File: src/rtl/septet_packer_top_macros.svh
// Assertion macros shared by the septet packer RTL.
// Included by every module that carries concurrent checks; no other dependencies.
`ifndef SEPTET_PACKER_TOP_MACROS_SVH
`define SEPTET_PACKER_TOP_MACROS_SVH

`ifndef SYNTHESIS
// Whenever ante holds, cons must hold in the same cycle
`define SP_ASSERT_IMPLIES(lbl, clk, rstn, ante, cons) \
  lbl: assert property (@(posedge clk) disable iff (!rstn) (ante) |-> (cons)) \
    else $error("septet packer check failed");
// Whenever ante holds, cons must hold in the next cycle
`define SP_ASSERT_NEXT(lbl, clk, rstn, ante, cons) \
  lbl: assert property (@(posedge clk) disable iff (!rstn) (ante) |=> (cons)) \
    else $error("septet packer check failed");
`else
`define SP_ASSERT_IMPLIES(lbl, clk, rstn, ante, cons)
`define SP_ASSERT_NEXT(lbl, clk, rstn, ante, cons)
`endif

`endif

File: src/rtl/sp_pkg.sv
// Package for the septet packer: sizing constants and the job types passed
// between the front end, the job queue and the byte emitter. No dependencies.
package sp_pkg;

  // Character and byte sizing
  localparam int CHAR_W      = 7;
  localparam int BYTE_W      = 8;
  localparam int SYMBOL_BITS = 7;  // 5..7
  localparam int GROUP_CHARS = 8;
  localparam int GROUP_BITS  = SYMBOL_BITS * GROUP_CHARS;

  // Derived widths
  localparam int HELD_W  = $clog2(GROUP_CHARS);
  localparam int SHIFT_W = $clog2(GROUP_BITS);
  localparam int BITS_W  = $clog2(GROUP_BITS + BYTE_W);
  localparam int CNT_W   = $clog2(SYMBOL_BITS + 1);

  // Job queue sizing
  localparam int QUEUE_DEPTH = 2;
  localparam int QPTR_W      = (QUEUE_DEPTH > 1) ? $clog2(QUEUE_DEPTH) : 1;
  localparam int QCNT_W      = $clog2(QUEUE_DEPTH + 1);

  // One flush job: packed bits, low byte first, and how many bytes to send
  typedef struct packed {
    logic [GROUP_BITS-1:0] bits;
    logic [CNT_W-1:0]      nbytes;
  } job_t;

  // Front end to queue
  typedef struct packed {
    logic push;
    job_t job;
  } job_req_t;

  // Queue occupancy flags
  typedef struct packed {
    logic full;
    logic empty;
  } q_status_t;

endpackage

File: src/rtl/sp_front.sv
// Front end of the septet packer: takes characters, packs them into the
// group buffer and issues a flush job on a full group or message end. Uses sp_pkg.
`include "septet_packer_top_macros.svh"

module sp_front (
  input  logic                      clk_i,
  input  logic                      rst_ni,
  input  logic                      in_valid_i,
  output logic                      in_ready_o,
  input  logic [sp_pkg::CHAR_W-1:0] char_i,
  input  logic                      last_i,
  input  sp_pkg::q_status_t         q_status_i,
  output sp_pkg::job_req_t          job_req_o
);
  import sp_pkg::*;

  logic [GROUP_BITS-1:0] buf_q, buf_d;
  logic [HELD_W-1:0]     held_q, held_d;
  logic [GROUP_BITS-1:0] sym_ext;
  logic [SHIFT_W-1:0]    shift;
  logic [GROUP_BITS-1:0] merged;
  logic [HELD_W:0]       held_inc;
  logic [BITS_W-1:0]     bits_rnd;
  logic                  accept;
  logic                  emit;

  assign in_ready_o = !q_status_i.full;
  assign accept     = in_valid_i && in_ready_o;

  // Merge the new character in at its slot and size the flush
  always_comb begin
    sym_ext  = GROUP_BITS'(char_i[SYMBOL_BITS-1:0]);
    shift    = SHIFT_W'(held_q) * SHIFT_W'(SYMBOL_BITS);
    merged   = buf_q | (sym_ext << shift);
    held_inc = {1'b0, held_q} + (HELD_W+1)'(1);
    bits_rnd = BITS_W'(held_inc) * BITS_W'(SYMBOL_BITS) + BITS_W'(BYTE_W - 1);
    emit     = (held_q == HELD_W'(GROUP_CHARS - 1)) || last_i;
  end

  assign job_req_o.push       = accept && emit;
  assign job_req_o.job.bits   = merged;
  assign job_req_o.job.nbytes = CNT_W'(bits_rnd >> 3);

  // Buffer and count update
  always_comb begin
    buf_d  = buf_q;
    held_d = held_q;
    if (accept) begin
      if (emit) begin
        buf_d  = '0;
        held_d = '0;
      end else begin
        buf_d  = merged;
        held_d = held_inc[HELD_W-1:0];
      end
    end
  end

  always_ff @(posedge clk_i or negedge rst_ni) begin
    if (!rst_ni) begin
      buf_q  <= '0;
      held_q <= '0;
    end else begin
      buf_q  <= buf_d;
      held_q <= held_d;
    end
  end

  // A message end always leaves the buffer empty
  `SP_ASSERT_NEXT(end_clears_a, clk_i, rst_ni, accept && last_i, held_q == '0 && buf_q == '0)

endmodule

File: src/rtl/sp_queue.sv
// Short job queue between the packer front end and the byte emitter.
// Register-based ring of sp_pkg::job_t entries; uses sp_pkg.
`include "septet_packer_top_macros.svh"

module sp_queue (
  input  logic              clk_i,
  input  logic              rst_ni,
  input  sp_pkg::job_req_t  job_req_i,
  input  logic              pop_i,
  output sp_pkg::job_t      head_o,
  output sp_pkg::q_status_t status_o
);
  import sp_pkg::*;

  job_t              slot_q [QUEUE_DEPTH];
  logic [QPTR_W-1:0] wr_ptr_q, wr_ptr_d;
  logic [QPTR_W-1:0] rd_ptr_q, rd_ptr_d;
  logic [QCNT_W-1:0] cnt_q, cnt_d;

  function automatic logic [QPTR_W-1:0] ptr_next(input logic [QPTR_W-1:0] p);
    logic [QPTR_W-1:0] r;
    if (p == QPTR_W'(QUEUE_DEPTH - 1)) r = '0;
    else                               r = p + QPTR_W'(1);
    return r;
  endfunction

  assign status_o.full  = (cnt_q == QCNT_W'(QUEUE_DEPTH));
  assign status_o.empty = (cnt_q == '0);
  assign head_o         = slot_q[rd_ptr_q];

  // Pointer and occupancy update
  always_comb begin
    wr_ptr_d = job_req_i.push ? ptr_next(wr_ptr_q) : wr_ptr_q;
    rd_ptr_d = pop_i ? ptr_next(rd_ptr_q) : rd_ptr_q;
    cnt_d    = cnt_q;
    if (job_req_i.push && !pop_i) cnt_d = cnt_q + QCNT_W'(1);
    if (!job_req_i.push && pop_i) cnt_d = cnt_q - QCNT_W'(1);
  end

  always_ff @(posedge clk_i or negedge rst_ni) begin
    if (!rst_ni) begin
      wr_ptr_q <= '0;
      rd_ptr_q <= '0;
      cnt_q    <= '0;
    end else begin
      wr_ptr_q <= wr_ptr_d;
      rd_ptr_q <= rd_ptr_d;
      cnt_q    <= cnt_d;
    end
  end

  // Entry storage, payload only
  always_ff @(posedge clk_i) begin
    if (job_req_i.push) slot_q[wr_ptr_q] <= job_req_i.job;
  end

  `SP_ASSERT_IMPLIES(no_overflow_a, clk_i, rst_ni, job_req_i.push, !status_o.full)
  `SP_ASSERT_IMPLIES(no_underflow_a, clk_i, rst_ni, pop_i, !status_o.empty)

endmodule

File: src/rtl/sp_back.sv
// Byte emitter of the septet packer: takes flush jobs from the queue and
// sends their bytes one beat at a time from an output register. Uses sp_pkg.
`include "septet_packer_top_macros.svh"

module sp_back (
  input  logic                      clk_i,
  input  logic                      rst_ni,
  input  sp_pkg::q_status_t         q_status_i,
  input  sp_pkg::job_t              head_i,
  output logic                      pop_o,
  output logic                      out_valid_o,
  input  logic                      out_ready_i,
  output logic [sp_pkg::BYTE_W-1:0] byte_o,
  output logic                      last_o
);
  import sp_pkg::*;

  logic [GROUP_BITS-1:0] data_q, data_d;
  logic [CNT_W-1:0]      rem_q, rem_d;
  logic                  valid_q, valid_d;
  logic                  beat;
  logic                  final_beat;

  assign beat        = valid_q && out_ready_i;
  assign final_beat  = (rem_q == CNT_W'(1));
  assign pop_o       = !q_status_i.empty && (!valid_q || (beat && final_beat));
  assign out_valid_o = valid_q;
  assign byte_o      = data_q[BYTE_W-1:0];
  assign last_o      = final_beat;

  // Shift out one byte per beat; reload from the queue on the last one
  always_comb begin
    data_d  = data_q;
    rem_d   = rem_q;
    valid_d = valid_q;
    if (beat) begin
      data_d = data_q >> BYTE_W;
      rem_d  = rem_q - CNT_W'(1);
      if (final_beat) valid_d = 1'b0;
    end
    if (pop_o) begin
      data_d  = head_i.bits;
      rem_d   = head_i.nbytes;
      valid_d = 1'b1;
    end
  end

  always_ff @(posedge clk_i or negedge rst_ni) begin
    if (!rst_ni) begin
      valid_q <= 1'b0;
      rem_q   <= '0;
    end else begin
      valid_q <= valid_d;
      rem_q   <= rem_d;
    end
  end

  always_ff @(posedge clk_i) begin
    data_q <= data_d;
  end

  // A held byte always has a live count behind it
  `SP_ASSERT_IMPLIES(rem_live_a, clk_i, rst_ni, valid_q, rem_q != '0)

endmodule

File: src/rtl/septet_packer_top.sv
// Top level of the septet packer: front end, job queue and byte emitter.
// Depends on sp_pkg, sp_front, sp_queue and sp_back.
//
//   channel   dir   tdata                        tlast
//   s_axis    in    [6:0] char_in, [7] zero      message_end
//   m_axis    out   [7:0] packed_byte            run_last
//
// One character accepted per cycle while the job queue has room; characters
// completing a group of eight or ending a message push one job of up to
// seven bytes.
// Bytes leave at one per cycle from the emitter's output register while m_axis_tready
// is high; on full groups 7 beats leave per 8 characters.
// The causing character's job passes a queue slot, then the emitter's output register.
// Reset clears the buffer and empties the queue and emitter; no clearing pass is needed.
// Either side may stall freely; the two-entry queue decouples them.

module septet_packer_top (
  input  logic       clk_i,
  input  logic       rst_ni,
  input  logic       s_axis_tvalid,
  output logic       s_axis_tready,
  input  logic [7:0] s_axis_tdata,   // [6:0] char_in, [7] pad
  input  logic       s_axis_tlast,   // message_end
  output logic       m_axis_tvalid,
  input  logic       m_axis_tready,
  output logic [7:0] m_axis_tdata,   // [7:0] packed_byte
  output logic       m_axis_tlast    // run_last
);
  import sp_pkg::*;

  job_req_t  job_req;
  q_status_t q_status;
  job_t      head;
  logic      pop;

  sp_front u_front (
    .clk_i      (clk_i),
    .rst_ni     (rst_ni),
    .in_valid_i (s_axis_tvalid),
    .in_ready_o (s_axis_tready),
    .char_i     (s_axis_tdata[CHAR_W-1:0]),
    .last_i     (s_axis_tlast),
    .q_status_i (q_status),
    .job_req_o  (job_req)
  );

  sp_queue u_queue (
    .clk_i     (clk_i),
    .rst_ni    (rst_ni),
    .job_req_i (job_req),
    .pop_i     (pop),
    .head_o    (head),
    .status_o  (q_status)
  );

  sp_back u_back (
    .clk_i       (clk_i),
    .rst_ni      (rst_ni),
    .q_status_i  (q_status),
    .head_i      (head),
    .pop_o       (pop),
    .out_valid_o (m_axis_tvalid),
    .out_ready_i (m_axis_tready),
    .byte_o      (m_axis_tdata),
    .last_o      (m_axis_tlast)
  );

endmodule
File: config.mk
export PLATFORM = sky130hd
export DESIGN_NAME = septet_packer_top
export DESIGN_NICKNAME = d
export VERILOG_FILES = /design/src/rtl/sp_pkg.sv /design/src/rtl/sp_front.sv /design/src/rtl/sp_queue.sv /design/src/rtl/sp_back.sv /design/src/rtl/septet_packer_top.sv
export VERILOG_INCLUDE_DIRS = /design/src /design/src/rtl
export SDC_FILE = /design/constraint.sdc
export NUM_CORES = 1
export LEC_CHECK = 0
export BUFFER_PORTS_ARGS = -buffer_cell sky130_fd_sc_hd__buf_2
export CORE_MARGIN = 2
export CORE_UTILIZATION = 40
export DETAILED_ROUTE_END_ITERATION = 16
export GPL_ROUTABILITY_DRIVEN = 0
export GPL_TIMING_DRIVEN = 0
export HOLD_SLACK_MARGIN = 0.1
export PLACE_DENSITY = 0.63
export SLEW_MARGIN = 20
export SYNTH_ARGS = -nofsm -noshare
export SYNTH_HDL_FRONTEND = slang
export SYNTH_SLANG_ARGS = --single-unit
File: constraint.sdc
create_clock -name clk_i -period 6.45 [get_ports clk_i]
set_clock_uncertainty 0.2 [all_clocks]
set_input_delay 1.29 -clock clk_i [delete_from_list [all_inputs] [get_ports clk_i]]
set_output_delay 1.29 -clock clk_i [all_outputs]
set_load 0.03 [all_outputs]
### Word-level counts from Yosys, hierarchy flattened

Memories as Yosys holds them, arrays and structs flattened.
Cells that the tools add are included.

| cells by class | value |
|---|---|
| add/subtract/negate cells | 7 |
| multiply operators | 2 |
| equal/unequal tests | 3 |
| shift operators | 1 |
| muxes and demuxes | 15 |
| bitwise operators | 1 |
| reductions and logical operators | 19 |

Operators by type and width:

| kind | count |
|---|---|
| 56-bit two-way mux | 3 |
| 56-bit bitwise OR | 1 |
| 7-bit by 6-bit left shift with 56-bit output | 1 |
| 3-bit two-way mux | 3 |
| 1-bit logical AND | 7 |
| 1-bit two-way mux | 7 |
| 6-bit by 3-bit adder with 6-bit output, second input constant | 1 |
| 3-bit by 3-bit multiplier with 6-bit output, second input constant | 1 |
| 4-bit by 3-bit multiplier with 6-bit output, second input constant | 1 |
| 2-bit nonzero test | 3 |
| 1-bit zero test | 5 |
| 3-bit by 1-bit adder with 4-bit output, second input constant | 1 |
| 2-bit two-way mux | 2 |
| 3-bit by 1-bit == test with 1-bit output, second input constant | 1 |
| 3-bit == test, second input constant | 1 |
| 3-bit by 1-bit subtractor with 3-bit output, second input constant | 1 |
| 1-bit adder, second input constant | 2 |
| 2-bit by 1-bit adder with 2-bit output, second input constant | 1 |
| 2-bit == test, second input constant | 1 |
| 2-bit zero test | 1 |
| 1-bit logical OR | 2 |
| 2-bit AND reduction | 1 |
| 2-bit by 1-bit subtractor with 2-bit output, second input constant | 1 |

| storage, ports and cells | value |
|---|---|
| register bits | 123 |
| RAM bits | 118 |
| output and inout bits | 11 |
| word-level logic and storage cells | 57 |
| memories | 1 |

Memories:

| memory | depth | bits a word | rd ports | clocked after memory_dff | wr ports | RTL line | text |
|---|---|---|---|---|---|---|---|
| u_queue.slot_q | 2 | 59 | 1 | 0 | 1 | sp_queue.sv:15 | `job_t slot_q [QUEUE_DEPTH];` |

### Longest topological paths before layout

Gate-level depths: netlist (run 1).

| logic depth | value |
|---|---|
| depth in word-level cells | 8 |
| mapped depth | 12 |
| gate-level depth less buffers | 10 |

### Cells and area by module

A second synthesis (run 1) with hierarchy kept.

| second synthesis, totals | value |
|---|---|
| cell total of the unflattened synthesis | 680 |
| area, all modules | 10700.3 um^2 |

Modules (own cells, without submodules):

| module | instances | cells each | area each (um^2) |
|---|---|---|---|
| sp_queue | 1 | 200 | 4744.6 |
| sp_front | 1 | 330 | 3072.9 |
| sp_back | 1 | 150 | 2882.8 |

### Worst setup path after synthesis (run 1)

No wires, ideal clock.

| timing | value |
|---|---|
| path kind | input-to-reg |
| from | input s_axis_tvalid |
| to | memory u_queue.slot_q[0][0] in the netlist's numbering, enable pin |
| setup time | 0.476 ns |
| arrival time | 4.025 ns |
| required time | 5.774 ns |
| setup slack | 1.749 ns |
| stages | 4 |
| path buffers | 0 |
| cell sequence | nand2_4 -> nor2_4 -> inv_1 -> nor2_1 |

| between the ends | value |
|---|---|
| word-level cells in the longest chain between the ends | 4 |

RTL lines:

| item | RTL line | text |
|---|---|---|
| from (decl) | septet_packer_top.sv:20 | `input logic s_axis_tvalid,` |
| 1-bit logical AND | sp_front.sv:28 | `assign accept = in_valid_i && in_ready_o;` |
| 1-bit logical AND | sp_front.sv:40 | `assign job_req_o.push = accept && emit;` |
| 1-bit two-way mux | sp_queue.sv:54 | `if (job_req_i.push) slot_q[wr_ptr_q] <= job_req_i.job;` |
| 1-bit two-way mux (implied by the code) | sp_queue.sv:54 |  |
| to (decl) | sp_queue.sv:15 |  |

No other way between the ends.

==> metrics.txt, run 1 <==
cell family with most CP delay adder cells; synthesized instance count 734; unrepaired setup endpoints after global routing no; vias in the first global route 5732; sequential share of power 0.438; TNS Setup 0 ns; CTS tree built; Inserted Clock Buffers 26; Row Count 57; asr flop ratio synth 0.2780; post-route cell area 11390 sq um; Post-route DRC 0; Unique masters post-synth 44; Max VDD drop 0.1790 mV; post-synthesis register bit count 241; Clock Sinks 241; Worst EP arrival 4.13 ns; Lkg Pwr 4.839 nW; Worst Hold Class reg -> reg; combinational group share of total power 0.288; worst hold margin 0.2957 ns; core area 24390 sq um; DP Area 10560 sq um; CP max stage cell dfrtp_1; dominant cell by count in the synthesized netlist edfxtp_1; initial core utilization 0.4085; Tot GR Track Use 0.1652; non-filler instance count after layout 1125; cell taking the most area after synthesis edfxtp_1; area delta synth->final 14.34%; detailed placement HPWL 14.45 mm; Final period util 0.6334; DR iter-0 viols 456; Worst path most repeated cell ha_1; Port Buffers 15; area fraction of the dominant cell type after synthesis 0.5244; Main synth FF type edfxtp_1; Largest stage delay, worst path 0.56 ns; drt first pass iters 4; number of synthesis warnings 0; Layout Nets 809; Mapped Nets 762; hold_buf cts 0; relative slew slack 0.4851; Int Pwr 3.514 mW; Worst Setup End Kind flip-flop; PwrDens 454.0 nW/um^2; sequential area share after synthesis 0.6927; layout cells sized above 1 0.1660; die footprint 26190 sq um; Avg Vias per Cell 5.153; Clk pwr share 0.275; fmax 244.8 MHz; commonest cells in the netlist 174 x edfxtp_1, 73 x nor2_1, 67 x dfrtp_1, 58 x mux2i_1, 56 x nand2_1; final hold viol count 0; vias post-DR 5797; worst path bufs/invs 3; post_cts resized 0; fill count 2192; Die Y 161.8 um; setup bufs post-CTS 0; clk root buf clkbuf_16; Sw Pwr 1.658 mW; Required @ worst endpoint 6.50 ns; switching part of the total power 0.3206; Slew Limit Fails 0; critical path class reg -> reg; WL/cell 19.05 um; top post-synthesis cells by area edfxtp_1 52%, dfrtp_1 17%, mux2i_1 5.8%, nor2_1 2.8%, a31o_2 2.5%; startpoint types flip-flop; Worst-path clk slew 0.06 ns; insertion delay to the later sink of the worst-skew pair 0.51 ns; critical path cell sequence buf_2 > buf_1 > inv_1 > ha_1 > xnor2_1 > ha_1 > or2_2 > ha_1 > ha_1 > a21oi_1 > o21ai_0 > xnor2_1; status completed; antenna-violating nets left 0; H-tree depth 1; IO Count 24; Clock Path Buffers 3; EDFF count, synth 174; Total Wirelength 21.43 mm; first-pass GRT wire length 33.09 mm; max_cap viols 0; Setup-failing EPs final 0; Post-Syn Area per Cell 13.57 sq um; Antenna diodes 0; initial antenna violation count 0; fin crit period 4.086 ns; crit-path max FO 11; dpl cells 1077; Die Wd 161.8 um; Synth Cell Area 9963 sq um; Worst Max-Slew Pin Slew 0.7658 ns; largest net degree at the start of global routing 58; total global routing overflow 0
cells in the final DEF, fill, tap and decap left out, types with 15 or more instances in the layout:
| cell | synthesis | routed |
|---|---|---|
| edfxtp_1 | 174 | 174 |
| nor2_1 | 73 | 72 |
| dfrtp_1 | 67 | 67 |
| mux2i_1 | 58 | 58 |
| nand2_1 | 56 | 56 |
| o21ai_0 | 48 | 48 |
| a21oi_1 | 40 | 40 |
| buf_2 | 17 | 31 |
| a21o_1 | 30 | 30 |
| a31o_2 | 28 | 28 |
| clkbuf_16 | 0 | 27 |
| clkbuf_1 | 22 | 26 |
| a31oi_1 | 21 | 21 |
| ha_1 | 15 | 15 |
cell families (layout without fill, tap and decap cells):
family          after synthesis  after routing  share of synthesized area
mux                          59             59                    0.05940
flops                       241            241                     0.6927
compound gates              177            177                     0.1116
xor+xnor                     11             11                   0.009669
fa+ha+maj                    15             15                    0.01884
simple gates                155            155                    0.06907
buf+inv                      76            143                    0.03868
metrics by stage:
stage	util	total power [mW]	setup slack, ns
floorplan	-	3.276	1.749
global placement	0.4282	3.721	-0.2272
detailed placement	0.4330	3.771	2.407
CTS	0.4671	5.196	2.362
global route	0.4671	5.432	2.136
finish	0.4671	5.172	2.364
registers in the layout (all words and copies together), names as in the netlist, 2 cells and up:
signal / cells
u_front.buf_q: 56
u_back.data_q: 56
u_back.rem_q: 3
u_queue.cnt_q: 2
u_queue.slot_q: 118
u_front.held_q: 3
power by group through the flow:
stage	Sequential, mW	Combinational, mW	Clock [mW]
2_1_floorplan	2.26	1.02	0
3_3_place_gp	2.29	1.43	0
3_5_place_dp	2.29	1.48	0
4_1_cts	2.26	1.49	1.44
5_1_grt	2.30	1.64	1.50
6_report	2.26	1.49	1.42
worst paths after layout:
path                                    from  slack (ns)  cells after the start              endpoint
hold reg to reg            u_front.buf_q[20]        0.30                      2     u_front.buf_q[20]
setup reg to reg           u_front.held_q[0]        2.36                     12  u_queue.slot_q[0][2]
min in group asynchronous             rst_ni        0.48                      1     u_front.buf_q[51]
hold / removal             u_front.buf_q[20]        0.30                      2     u_front.buf_q[20]
setup / recovery           u_front.held_q[0]        2.36                     12  u_queue.slot_q[0][2]
max in group asynchronous             rst_ni        5.02                      2     u_front.buf_q[19]
metal layers:
metal	wire length, um	global-route usage	part of all wire
met1	9989	0.2377	0.47
met2	10120	0.2665	0.47
met3	1022	0.02528	0.048
met4	296	0.03781	0.014
met5	0	0	0
worst min-delay path, stage by stage (launching register included):
cell,delay [ns]
dfrtp_1,0.34
a21oi_1,0.04
nor2_1,0.07
final cells by class:
| cell class | count | area, sq um | share of cell area |
|---|---|---|---|
| flip-flops and latches | 241 | 6902 | 0.6058 |
| clock inverters | 13 | 85.08 | 0.007468 |
| well taps | 324 | 405.4 | 0.03558 |
| clock buffers | 35 | 745.7 | 0.06546 |
| repair buffers | 19 | 180.2 | 0.01582 |
| multi-input cells | 417 | 2686 | 0.2358 |
| inverters | 14 | 55.05 | 0.004832 |
| plain buffers | 62 | 332.8 | 0.02921 |
Note: power is estimated with default switching activity, not from simulation.
==> inputs of run 2 (changes only) <==
==> constraint.sdc (replaced) <==
create_clock -name clk_i -period 4.3 [get_ports clk_i]
set_clock_uncertainty 0.2 [all_clocks]
set_input_delay 0.86 -clock clk_i [delete_from_list [all_inputs] [get_ports clk_i]]
set_output_delay 0.86 -clock clk_i [all_outputs]
set_load 0.03 [all_outputs]
==> run 2 against run 1 <==
  * Maximum frequency up 3.2%
  * Largest power group unchanged
  * Hold slack got worse by 0.0012 ns
  * Clock power up 50%
  * Core utilization grew 0.072 points
  * Sequential share of layout area decreased by 0.093 points
  * Flip-flop and latch count unchanged
  * Critical endpoint unchanged
  * Combinational power is 50% higher
==> metrics.txt, run 2 (synthesis gave the netlist of run 1 again) <==
status completed; area delta synth->final 14.52%; DP Area 10560 sq um; CP Launch Point u_front.held_q[0]; Largest stage delay, worst path 0.56 ns; insertion delay to the later sink of the worst-skew pair 0.51 ns; CTS tree built; Setup-failing EPs final 0; drt first pass iters 5; Port Buffers 15; critical path class reg -> reg; post-route cell area 11410 sq um; first-pass GRT wire length 33.11 mm; Clock Path Buffers 3; crit-path max FO 11; layout cells sized above 1 0.1671; Hold Startpoint u_front.buf_q[0]; fin crit period 3.957 ns; Antenna diodes 0; Layout Nets 810; fmax 252.7 MHz; Die Wd 161.8 um; Worst Max-Slew Pin Slew 0.7770 ns; largest net degree at the start of global routing 58; Slew Limit Fails 0; max_cap viols 0; Clock Sinks 241; Worst EP arrival 4.06 ns; detailed placement HPWL 14.45 mm; antenna-violating nets left 0; Tot GR Track Use 0.1652; Post-route DRC 0; Total Wirelength 21.42 mm; core area 24390 sq um; pre-CTS setup slack 0.2573 ns; Worst Setup End Kind flip-flop; CP max stage cell dfrtp_1; Worst Hold Class reg -> reg; initial antenna violation count 0; DR iter-0 viols 450; max reg flops 118; startpoint types flip-flop; die footprint 26190 sq um; critical path cell sequence buf_2 > buf_1 > inv_1 > ha_1 > xnor2_1 > ha_1 > or2_2 > ha_1 > ha_1 > a21oi_1 > o21ai_0 > xnor2_2; Final period util 0.9203; WL/cell 19.02 um; Worst path most repeated cell ha_1; vias in the first global route 5735; Reg with most FFs u_queue.slot_q; H-tree depth 1; relative slew slack 0.4820; Die Y 161.8 um; Max VDD drop 0.2673 mV; Top Registers u_queue.slot_q (118), u_back.data_q (56), u_front.buf_q (56); Required @ worst endpoint 4.40 ns; Inserted Clock Buffers 26; setup bufs post-CTS 0; Worst-path clk slew 0.06 ns; unrepaired setup endpoints after global routing no; Final Util 0.4678; Row Count 57; Critical R2R Launch u_front.held_q[0]; fill count 2193; most common cell after layout, fill and taps aside edfxtp_1; PwrDens 680.3 nW/um^2; initial core utilization 0.4085; total global routing overflow 0; final setup margin 0.3427 ns; Avg Vias per Cell 5.202; Lkg Pwr 4.852 nW; final hold viol count 0; vias post-DR 5858; IO Count 24; clk root buf clkbuf_16; commonest non-fill, non-tap cells in the layout 174 x edfxtp_1, 72 x nor2_1, 67 x dfrtp_1
==> run 2: worst paths after layout <==
kind	endpoint	slack, ns	cells after the start
hold reg to reg	u_front.buf_q[0]	0.29	2
hold / removal	u_front.buf_q[0]	0.29	2
setup / recovery	u_queue.slot_q[0][2]	0.34	12
min in group asynchronous	u_front.buf_q[51]	0.60	2
setup reg to reg	u_queue.slot_q[0][2]	0.34	12
max in group asynchronous	u_front.buf_q[19]	2.75	3
==> run 2: layer usage <==
metal | wire length, um | track usage | vias to the layer above
met5 | 0 | 0 | -
met4 | 318 | 0.03781 | 0
met3 | 1028 | 0.02528 | 26
met2 | 10090 | 0.2665 | 140
met1 | 9985 | 0.2379 | 2937
li1 | - | - | 2755
==> run 2: cell type report <==
| type | count | area, sq um | share of cell area |
|---|---|---|---|
| inverter | 14 | 55.05 | 0.004825 |
| timing repair buffer | 20 | 190.2 | 0.01667 |
| tap | 324 | 405.4 | 0.03553 |
| buffer | 62 | 332.8 | 0.02917 |
| clock inverter | 13 | 85.08 | 0.007457 |
| sequential | 241 | 6902 | 0.6049 |
| multi-input combinational | 417 | 2694 | 0.2361 |
| clock buffer | 35 | 745.7 | 0.06536 |
==> run 2: critical path, delay by kind of cell (launching register included) <==
kind | cells | cell delay, ns
AOI/OAI and AO/OA | 2 | 0.27
xor gates and xnor gates | 2 | 0.48
adders and majority gates | 4 | 1.16
buffers and inverters | 3 | 0.79
DFF | 1 | 0.56
and+or+nand+nor | 1 | 0.29
==> run 2: repair_timing <==
| item | CTS | global route |
|---|---|---|
| hold endpoints to repair | 20 | 0 |
| gates resized for setup | 0 | 1 |
| hold buffers | 1 | 0 |
| endpoints found under the setup margin | 0 | 2 |
==> run 2: stage by stage <==
stage	instances	TNS [ns]	hold WS, ns	power [mW]
after CTS	1126	0	0.2986	7.795
after global routing	1126	0	0.3094	8.160
after global placement	1073	-121.68	0.2735	5.581
after floorplan	734	0	0.2603	4.913
final	1126	0	0.2945	7.762
after detailed placement	1077	0	0.2837	5.657
==> run 2: power breakdown <==
part           internal (mW)  switching (mW)
Clock                   1.27           0.862
Combinational          0.818            1.42
Sequential              3.19           0.202
Total                   5.28            2.48
==> inputs of run 3 (changes only) <==
--- a/config.mk
+++ b/config.mk
@@ -13,7 +13,6 @@
 export GPL_ROUTABILITY_DRIVEN = 0
 export GPL_TIMING_DRIVEN = 0
 export HOLD_SLACK_MARGIN = 0.1
-export PLACE_DENSITY = 0.63
 export SLEW_MARGIN = 20
 export SYNTH_ARGS = -nofsm -noshare
 export SYNTH_HDL_FRONTEND = slang
==> run 3 against run 2 <==
  * Critical path depth decreased by 1
  * Final cell count barely moved
  * Routed wire length down 0.11%
  * Critical endpoint is now u_queue.slot_q[1][2]
  * Combinational power about the same
==> metrics.txt, run 3 (synthesis gave the netlist of run 1 again) <==
Worst EP arrival 3.83 ns; Worst-path clk slew 0.06 ns; total global routing overflow 0; largest net degree at the start of global routing 50; relative slew slack 0.4542; Port Buffers 15; internal reg-to-reg setup slack 0.55 ns; CTS tree built; Lkg Pwr 4.868 nW; initial antenna violation count 0; PwrDens 681.5 nW/um^2; Worst Max-Slew Pin Slew 0.8117 ns; Largest stage delay, worst path 0.59 ns; CP max stage cell dfrtp_1; first-pass GRT wire length 33.25 mm; initial core utilization 0.4085; fmax 266.3 MHz; Clock Sinks 241; worst path bufs/invs 2; non-filler instance count after layout 1127; H-tree depth 1; fin crit period 3.754 ns; Worst path most repeated cell ha_1; Clock Path Buffers 3; cell family with most CP delay adder cells; Top Registers u_queue.slot_q (118), u_back.data_q (56), u_front.buf_q (56); Worst Hold Class reg -> reg; fill count 2161; status completed; die footprint 26190 sq um; critical path cell sequence buf_2 > inv_1 > ha_1 > xnor2_1 > ha_1 > or2_2 > ha_1 > ha_1 > a21oi_1 > o21ai_0 > xnor2_1; Worst Setup End Kind flip-flop; Row Count 57; setup bufs post-CTS 0; area delta synth->final 15.07%; Antenna diodes 0; dpl cells 1079; final hold viol count 0; Die Wd 161.8 um; Reg with most FFs u_queue.slot_q; detailed placement HPWL 14.54 mm; crit-path max FO 19; Total Wirelength 21.40 mm; drt first pass iters 5; vias in the first global route 5712; Tot GR Track Use 0.1675; insertion delay to the later sink of the worst-skew pair 0.52 ns; IO Count 24; clk root buf clkbuf_16; max reg flops 118; Max VDD drop 0.3257 mV; Required @ worst endpoint 4.37 ns; Post-route DRC 0; most common cell after layout, fill and taps aside edfxtp_1; Die Y 161.8 um; TNS Setup 0 ns; core area 24390 sq um; Setup-failing EPs final 0; Layout Nets 811; antenna-violating nets left 0; startpoint types flip-flop; Final period util 0.8731; Slew Limit Fails 0; vias post-DR 5765; DR iter-0 viols 523; WL/cell 18.99 um; max_cap viols 0; Avg Vias per Cell 5.115; unrepaired setup endpoints after global routing no; Inserted Clock Buffers 26; commonest non-fill, non-tap cells in the layout 174 x edfxtp_1, 72 x nor2_1, 67 x dfrtp_1; critical path class reg -> reg; layout cells sized above 1 0.1694
-- run 3: power by group --
group	leakage [nW]	internal, mW	switching [mW]
sequential	2.55	3.19	0.201
combinational	1.89	0.818	1.41
clock	0.424	1.32	0.881
total	4.87	5.32	2.49
-- run 3: final timing paths --
path / depth (start not counted) / endpoint / startpoint
max: 11 / u_queue.slot_q[1][2] / u_front.held_q[0]
min: 2 / u_front.buf_q[20] / u_front.buf_q[20]
max reg2reg: 11 / u_queue.slot_q[1][2] / u_front.held_q[0]
min reg2reg: 2 / u_front.buf_q[20] / u_front.buf_q[20]
max in group asynchronous: 3 / u_front.buf_q[14] / rst_ni
min in group asynchronous: 2 / u_front.buf_q[50] / rst_ni
-- run 3: cell type report --
type	instances	area, sq um	share of cell area
Sequential cell	241	6902	0.6020
Multi-Input combinational cell	417	2686	0.2343
Clock buffer	34	732.0	0.06384
Tap cell	324	405.4	0.03536
Buffer	61	329.1	0.02870
Timing Repair Buffer	22	232.7	0.02030
Clock inverter	14	122.6	0.01070
Inverter	14	55.05	0.004802
-- run 3: metal layers --
| metal | wire, um | up-vias | part of all wire | track usage |
|---|---|---|---|---|
| li1 | - | 2765 | - | - |
| met1 | 10130 | 2864 | 0.47 | 0.2434 |
| met2 | 9872 | 114 | 0.46 | 0.2656 |
| met3 | 1124 | 22 | 0.053 | 0.02758 |
| met4 | 269 | 0 | 0.013 | 0.03942 |
| met5 | 0 | - | 0 | 0 |
-- run 3: through the flow --
step	worst slack [ns]	area (sq um)	hold slack, ns	power, mW	utilization
2_1_floorplan	0.02045	9963	0.2603	4.913	-
4_1_cts	0.2354	11470	0.2997	7.887	0.4702
3_5_place_dp	0.2647	10600	0.2846	5.671	0.4347
6_report	0.5455	11460	0.2958	7.814	0.4700
5_1_grt	0.3060	11460	0.3168	8.239	0.4700
3_3_place_gp	-2.047	10440	0.2744	5.614	0.4282
-- run 3: what timing repair did --
item / in CTS / in global routing
hold buffers: 1 / 0
setup endpoints to repair: 0 / 2
endpoints found under the hold margin: 18 / 0
gates resized for setup: 0 / 0
-- run 3: worst min-delay path, cell delays in order (launching register included) --
cell     delay (ns)
dfrtp_1        0.34
a21oi_1        0.04
nor2_1         0.07
